### config.mk
export PLATFORM = sky130hd
export DESIGN_NAME = bgma_ctrl
export DESIGN_NICKNAME = d
export VERILOG_FILES = /design/src/sv/bgma_pkg.sv /design/src/sv/bgma_ctrl.sv
export SDC_FILE = /design/constraint.sdc
export NUM_CORES = 1
export LEC_CHECK = 0
export ABC_AREA = 1
export BUFFER_PORTS_ARGS = -buffer_cell sky130_fd_sc_hd__clkbuf_2
export CAP_MARGIN = 10
export CORE_AREA = 4 4 41 43
export CTS_BUF_LIST = sky130_fd_sc_hd__clkbuf_8
export DETAILED_ROUTE_END_ITERATION = 16
export DIE_AREA = 0 0 45 47
export PLACE_DENSITY = 0.7
export SLEW_MARGIN = 20
export SYNTH_ARGS = -nofsm -noshare
export SYNTH_HDL_FRONTEND = slang
export SYNTH_SLANG_ARGS = --single-unit
### constraint.sdc
create_clock -name i_clk -period 1.93 [get_ports i_clk]
set_input_delay 0.193 -clock i_clk [delete_from_list [all_inputs] [get_ports i_clk]]
set_output_delay 0.193 -clock i_clk [all_outputs]
set_load 0.1 [all_outputs]
### src/sv/bgma_pkg.sv
// ----------------------------------------------------------------------------
// bgma_pkg
// Shared types, sizes and codes of the binary grid majority automaton.
// ----------------------------------------------------------------------------
package bgma_pkg;

    // grid limits and derived store sizes
    localparam int MAX_WIDTH  = 64;
    localparam int MAX_HEIGHT = 64;
    localparam int DEPTH      = MAX_WIDTH * MAX_HEIGHT;
    localparam int ADDR_W     = $clog2(DEPTH);
    localparam int CELLS_W    = $clog2(DEPTH + 1);
    localparam int ROW_W      = $clog2(MAX_HEIGHT);
    localparam int COL_W      = $clog2(MAX_WIDTH + 2);

    // word field widths
    localparam int OP_W  = 2;
    localparam int GEN_W = 8;
    localparam int DIM_W = 7;
    localparam int CNT_W = 4;

    // configuration port
    localparam int CFG_IDX_W  = 1;
    localparam int CFG_DATA_W = DIM_W;
    localparam logic [CFG_IDX_W-1:0] CFG_WIDTH  = 1'd0;
    localparam logic [CFG_IDX_W-1:0] CFG_HEIGHT = 1'd1;
    localparam int GRID_W_RST = 64;
    localparam int GRID_H_RST = 64;

    // a cell flips when at least this many window places hold the other type
    localparam int FLIP_THRESHOLD = 5;

    typedef enum logic [OP_W-1:0] {
        OP_WRITE = 2'd0,
        OP_READ  = 2'd1,
        OP_RUN   = 2'd2
    } t_opcode;

    // which row of the window the previous-generation read serves
    typedef enum logic [1:0] {
        RSEL_UP  = 2'd0,
        RSEL_MID = 2'd1,
        RSEL_DN  = 2'd2
    } t_rsel;

    typedef enum logic [3:0] {
        ST_IDLE,
        ST_DECODE,
        ST_WRITE,
        ST_READ_WAIT,
        ST_GEN_CHECK,
        ST_COPY,
        ST_COPY_END,
        ST_FETCH_UP,
        ST_FETCH_MID,
        ST_FETCH_DN,
        ST_SHIFT,
        ST_UPDATE,
        ST_NEXT_ROW,
        ST_GEN_END,
        ST_RESP
    } t_state;

    // controller to datapath
    typedef struct packed {
        logic  latch_in;
        logic  cell_wr;
        logic  copy_start;
        logic  copy_rd;
        logic  gen_start;
        t_rsel rsel;
        logic  cap_up;
        logic  cap_mid;
        logic  shift;
        logic  cell_upd;
        logic  row_next;
        logic  gen_dec;
        logic  load_out;
    } t_cmd;

    // datapath to controller
    typedef struct packed {
        logic [OP_W-1:0] op;
        logic            gens_zero;
        logic            copy_last;
        logic            prime;
        logic            row_end;
        logic            last_row;
        logic            out_free;
    } t_stat;

    // register value as used: zero reads as one, above the limit as the limit
    function automatic logic [DIM_W-1:0] clamp_dim(input logic [DIM_W-1:0] v,
                                                   input logic [DIM_W-1:0] lim);
        logic [DIM_W-1:0] res;
        if (v == '0) begin
            res = DIM_W'(1);
        end else if (v > lim) begin
            res = lim;
        end else begin
            res = v;
        end
        return res;
    endfunction

endpackage

### src/sv/bgma_ctrl.sv
// ----------------------------------------------------------------------------
// bgma_ctrl
// Sequencer: decodes commands and walks the copy and update sweeps of a run.
// ----------------------------------------------------------------------------
module bgma_ctrl (
    input  logic            i_clk,
    input  logic            i_rst_n,
    input  logic            i_in_valid,
    output logic            o_in_ready,
    input  bgma_pkg::t_stat i_stat,
    output bgma_pkg::t_cmd  o_cmd
);
    import bgma_pkg::*;

    t_state r_state;
    t_state n_state;

    // state register
    always_ff @(posedge i_clk) begin
        if (!i_rst_n) begin
            r_state <= ST_IDLE;
        end else begin
            r_state <= n_state;
        end
    end

    // next state
    always_comb begin
        n_state = r_state;
        unique case (r_state)
            ST_IDLE: begin
                if (i_in_valid) n_state = ST_DECODE;
            end
            ST_DECODE: begin
                unique case (i_stat.op)
                    OP_WRITE: n_state = ST_WRITE;
                    OP_READ:  n_state = ST_READ_WAIT;
                    OP_RUN:   n_state = ST_GEN_CHECK;
                    default:  n_state = ST_IDLE;
                endcase
            end
            ST_WRITE:     n_state = ST_RESP;
            ST_READ_WAIT: n_state = ST_RESP;
            ST_GEN_CHECK: begin
                n_state = i_stat.gens_zero ? ST_RESP : ST_COPY;
            end
            ST_COPY: begin
                if (i_stat.copy_last) n_state = ST_COPY_END;
            end
            ST_COPY_END:  n_state = ST_FETCH_UP;
            ST_FETCH_UP:  n_state = ST_FETCH_MID;
            ST_FETCH_MID: n_state = ST_FETCH_DN;
            ST_FETCH_DN:  n_state = ST_SHIFT;
            ST_SHIFT: begin
                n_state = i_stat.prime ? ST_FETCH_UP : ST_UPDATE;
            end
            ST_UPDATE: begin
                if (!i_stat.row_end) begin
                    n_state = ST_FETCH_UP;
                end else if (i_stat.last_row) begin
                    n_state = ST_GEN_END;
                end else begin
                    n_state = ST_NEXT_ROW;
                end
            end
            ST_NEXT_ROW: n_state = ST_FETCH_UP;
            ST_GEN_END:  n_state = ST_GEN_CHECK;
            ST_RESP: begin
                if (i_stat.out_free) n_state = ST_IDLE;
            end
            default: n_state = ST_IDLE;
        endcase
    end

    // commands to the datapath
    always_comb begin
        o_cmd      = '0;
        o_cmd.rsel = RSEL_UP;
        o_in_ready = 1'b0;
        unique case (r_state)
            ST_IDLE: begin
                o_in_ready     = 1'b1;
                o_cmd.latch_in = i_in_valid;
            end
            ST_WRITE:     o_cmd.cell_wr = 1'b1;
            ST_GEN_CHECK: o_cmd.copy_start = !i_stat.gens_zero;
            ST_COPY:      o_cmd.copy_rd = 1'b1;
            ST_COPY_END:  o_cmd.gen_start = 1'b1;
            ST_FETCH_UP:  o_cmd.rsel = RSEL_UP;
            ST_FETCH_MID: begin
                o_cmd.rsel   = RSEL_MID;
                o_cmd.cap_up = 1'b1;
            end
            ST_FETCH_DN: begin
                o_cmd.rsel    = RSEL_DN;
                o_cmd.cap_mid = 1'b1;
            end
            ST_SHIFT:    o_cmd.shift = 1'b1;
            ST_UPDATE:   o_cmd.cell_upd = 1'b1;
            ST_NEXT_ROW: o_cmd.row_next = 1'b1;
            ST_GEN_END:  o_cmd.gen_dec = 1'b1;
            ST_RESP:     o_cmd.load_out = i_stat.out_free;
            default: begin
                o_in_ready = 1'b0;
            end
        endcase
    end

endmodule

Word level (Yosys, flattened, before mapping)

Cells that the tools add are included.

Multiplexer cells: 23
Eq/ne operators: 19
Reductions and logical operators: 6

Operators by type and width:

| cell                                                 | number |
|---|---|
| case mux 4 bit (13 select lines)                     | 1 |
| equality test 4 bit (second input constant)          | 7 |
| two-way mux 4 bit                                    | 6 |
| equality test 4 x 3 -> 1 bit (second input constant) | 4 |
| two-way mux 1 bit                                    | 14 |
| case mux 3 bit (3 select lines)                      | 1 |
| equality test 4 x 2 -> 1 bit (second input constant) | 2 |
| inequality test 2 bit (second input constant)        | 3 |
| equality test 4 x 1 -> 1 bit (second input constant) | 1 |
| zero test 4 bit                                      | 1 |
| case mux 2 bit (2 select lines)                      | 1 |
| OR reduction 2 bit                                   | 2 |
| AND reduction 3 bit                                  | 1 |
| equality test 2 x 1 -> 1 bit (second input constant) | 1 |
| equality test 2 bit (second input constant)          | 1 |
| zero test 2 bit                                      | 1 |
| zero test 1 bit                                      | 1 |

Bits of input ports: 11
Output and inout port bits: 15
Register bits after elaboration: 4
Word-level logic and storage cells: 49

Logic depth before layout (Yosys ltp)

Word-level depth: 3
Depth in mapped cells: 10
Depth with buffers taken out: 10

Least setup slack after synthesis

No wires, ideal clock.

Path type: register -> output
From: reg r_state[1]
To: out o_cmd[0] in the netlist's numbering
Cell stages (with the launch flop): 3
Path buffers: 0
Required time: 1,737 ps
Slack: -1,677 ps
Data arrival time: 3,414 ps
Path through: dfxtp_1 > inv_1 > nor4_1

RTL lines:

| item                   | line            | text |
|---|---|---|
| from (decl)            | bgma_ctrl.sv:15 | `t_state r_state;` |
| from (signal assigned) | bgma_ctrl.sv:23 | `r_state <= n_state;` |
| to (decl)              | bgma_ctrl.sv:11 | `output bgma_pkg::t_cmd o_cmd` |

==> flow_metrics.py <==
metrics = {
    "outcome": {
        "run_status": "complete, no violations",
    },
    "route": {
        "drtIter0Drc": 21,
        "drt-total-wl_um": 1360,
        "drc": 0,
        "via_count": 638,
        "routed_length_per_placed_instance_um": 9.37,
        "vias_per_cell": 4.40,
        "ant_nets": 0,
        "drt_pre_antenna_iters": 4,
    },
    "worst_setup_path": {
        "critical_path.reg2reg.endpoint": "r_state[1]$_SDFFE_PN0P_",
        "setup.worst_path.start_class": "flip-flop",
        "r2r.worst_path.cells": 6,
        "timing.critical_path.max_delay_family": "buffers and inverters",
        "cpPeakStageDelay_ps": 460,
        "worst_setup_path_end_kind": "output pin",
        "path_max_fanout": 7,
        "crit_path_frequent_cell": "nor2_1",
        "worst_ep_arrival_time_ps": 1550,
        "critical_path.slowest_cell": "clkbuf_2",
        "startpoint_of_the_lowest_slack_register_to_register_path": "r_state[3]$_SDFFE_PN0P_",
        "worstPathRequired_ps": 1740,
        "timing.reg2reg.setup_slack_ps": 490,
        "worst-path-buf-inv": 2,
        "cp_cell_sequence": "nor2_1 -> inv_1 -> nor2_1 -> clkbuf_2",
        "criticalPathCategory": "reg2out",
    },
    "synthesis": {
        "post_synth.cell_area_avg_sq_um": 5.03,
        "netlist_area_sq_um": 518,
        "postSynthRegisterBits": 4,
        "synth-seq-area-share_pct": 15.5,
        "syn-instance-count": 103,
        "synth_cell_types": 16,
        "yosys_warnings": 0,
        "synthesis.nets": 114,
    },
    "pwr": {
        "switching_share_pct": 65.9,
        "p_seq_share_pct": 12.5,
        "clockPowerShare_pct": 11.9,
        "p_comb_share_pct": 75.6,
        "power.net_switching_uw": 941,
        "ir_drop_mv": 1.49,
        "p_per_area_nw_per_um2": 1940,
        "p_int_uw": 486,
        "cellLeakagePower_nw": 0.500,
    },
    "final_layout": {
        "insertedDiodeCount": 0,
        "finish.net_count": 143,
        "layout_common_cells": "inv_1 (28), nand2_1 (27), clkbuf_2 (17), nor2_1 (15)",
        "final.fill_count": 154,
        "seq_area_sq_um": 80.1,
        "layout.cell_area.non_filler_sq_um": 736,
        "multiInputGateArea_sq_um": 342,
        "largest_register_ffs": 4,
        "most_common_library_cell_in_the_layout_ignoring_fill_and_taps": "inv_1",
        "post_route_cells_drive_above_1_share_pct": 30.0,
        "registers_with_the_most_flip_flops": "r_state x4",
        "area_delta_synth_final_pct": 42.0,
        "regMostFlops": "r_state",
    },
    "global_routing": {
        "grt-ovfl-total": 0,
        "number_of_antenna_violations_at_the_first_check_in_global_routing": 0,
        "largest_net_degree_at_the_start_of_global_routing": 8,
        "grt_usage_pct": 14.2,
        "first_global_vias": 578,
        "grt_pass1_wl_um": 2230,
    },
    "sta": {
        "whs_ps": 198,
        "worst_pin_slew_ps": 546,
        "timing.final.max_slew_violations": 0,
        "layout_setup_ws_ps": 185,
        "finalCritPeriodShare_pct": 90.4,
        "hold_viol_final": 0,
        "timing.slew.headroom_pct": 63.8,
        "timing.final.crit_period_ps": 1750,
        "fin_skew_ps": 2.19,
        "max_freq_mhz": 573,
        "grt_setup_unrepaired": "no",
        "finalSetupViolations": 0,
    },
    "hold_path": {
        "min-delay-start": "i_rst_n",
        "min-delay-path-class": "in2reg",
        "worst_hold_path.endpoint": "r_state[3]$_SDFFE_PN0P_",
        "hold-path-cell-count": 3,
    },
    "cts": {
        "htree_levels": 1,
        "clk-insertion-delay-late_ps": 210,
        "post-cts-setup-buffers": 0,
        "ctsLongestPathBuffers": 2,
        "cts_root_buf": "clkbuf_8",
        "tritoncts.num_buffers": 3,
        "path_clk_slew_ps": 30,
        "number_of_instances_resized_during_post_cts_repair": 0,
        "cts.sink_count": 4,
        "cts_tree": "yes",
        "ctsHoldBuffers": 0,
    },
    "die": {
        "floorplan.io_pins": 26,
        "start_util_pct": 39.8,
        "fp.dieW_um": 45,
        "die-height_um": 47,
        "core_area_sq_um": 1300,
        "design.die.area_sq_um": 2120,
        "floorplan.rows": 13,
    },
    "placement": {
        "place_hpwl_um": 1160,
        "placer_congestion_estimate": 0.805,
        "placedInstanceArea_sq_um": 694,
        "io_buffers": 25,
        "placement.setup.worst_slack_ps": 420,
    },
    "job": {
        "maxCapViolations": 0,
    },
}
==> layer usage <==
metal,GRT usage [%],wire length [um]
met5,0,0
met1,16.6,593
met4,3.51,0
met2,26.0,665
met3,3.45,100
==> cell usage after synthesis <==
| cell | n | area share (%) |
|---|---|---|
| a21oi_1 | 3 | 2.9 |
| a22oi_1 | 1 | 1.4 |
| buf_4 | 1 | 1.4 |
| dfxtp_1 | 4 | 15 |
| inv_1 | 28 | 20 |
| inv_2 | 1 | 0.72 |
| nand2_1 | 27 | 20 |
| nand2_2 | 1 | 1.2 |
| nand3_1 | 8 | 7.7 |
| nand3b_1 | 1 | 1.4 |
| nand4_1 | 1 | 1.2 |
| nor2_1 | 17 | 12 |
| nor2_2 | 3 | 3.6 |
| nor2_4 | 3 | 6.5 |
| nor4_1 | 1 | 1.2 |
| o21ai_0 | 3 | 2.9 |
==> how the worst max path moves through the flow <==
stage	slack (ps)	cells past startpoint	end	start
2_1_floorplan	-210	3	o_cmd[6]	r_state[0]$_SDFFE_PN0P_
3_3_place_gp	450	4	o_cmd[6]	r_state[0]$_SDFFE_PN0P_
3_5_place_dp	420	4	o_cmd[6]	r_state[0]$_SDFFE_PN0P_
4_1_cts	190	4	o_cmd[6]	r_state[0]$_SDFFE_PN0P_
5_1_grt	40	4	o_cmd[6]	r_state[0]$_SDFFE_PN0P_
6_report	180	4	o_cmd[6]	r_state[0]$_SDFFE_PN0P_
==> power by group through the flow <==
stage               sequential [mW]  combinational [mW]  clock, mW
floorplan                     0.171               0.891          0
global placement              0.177                1.07          0
detailed placement            0.178                1.07          0
CTS                           0.177                1.08      0.173
global route                  0.184                1.15      0.180
finish                        0.178                1.08      0.170
==> tightest hold or removal path, cell delays in order <==
cell and delay, ps:
clkbuf_2 90, nand2_1 50, inv_1 50
==> cell families (layout without fill, tap and decap cells) <==
family,Yosys count,in the layout,synth area share (%)
flip-flops,4,4,15.5
AND/OR/NAND/NOR,62,62,54.8
AO/OA/AOI/OAI,7,7,7.25
buffers and inverters,30,57,22.5
==> stage by stage <==
step                      cells  utilization, %  power (mW)  TNS (ps)
after global routing        145            56.5        1.52         0
after detailed placement    142            53.4        1.25         0
final                       145            56.5        1.43         0
after floorplan             103               -        1.06      -483
after CTS                   145            56.5        1.43         0
after global placement      142            53.4        1.25         0
==> cell type report <==
type                       count  share of cell area, %
sequential                     4                   10.9
inverter                      29                   14.8
clock buffer                   3                   5.61
timing repair buffer          25                   19.7
multi-input combinational     69                   46.4
tap                           15                   2.55
(Power assumes the default switching activity.)
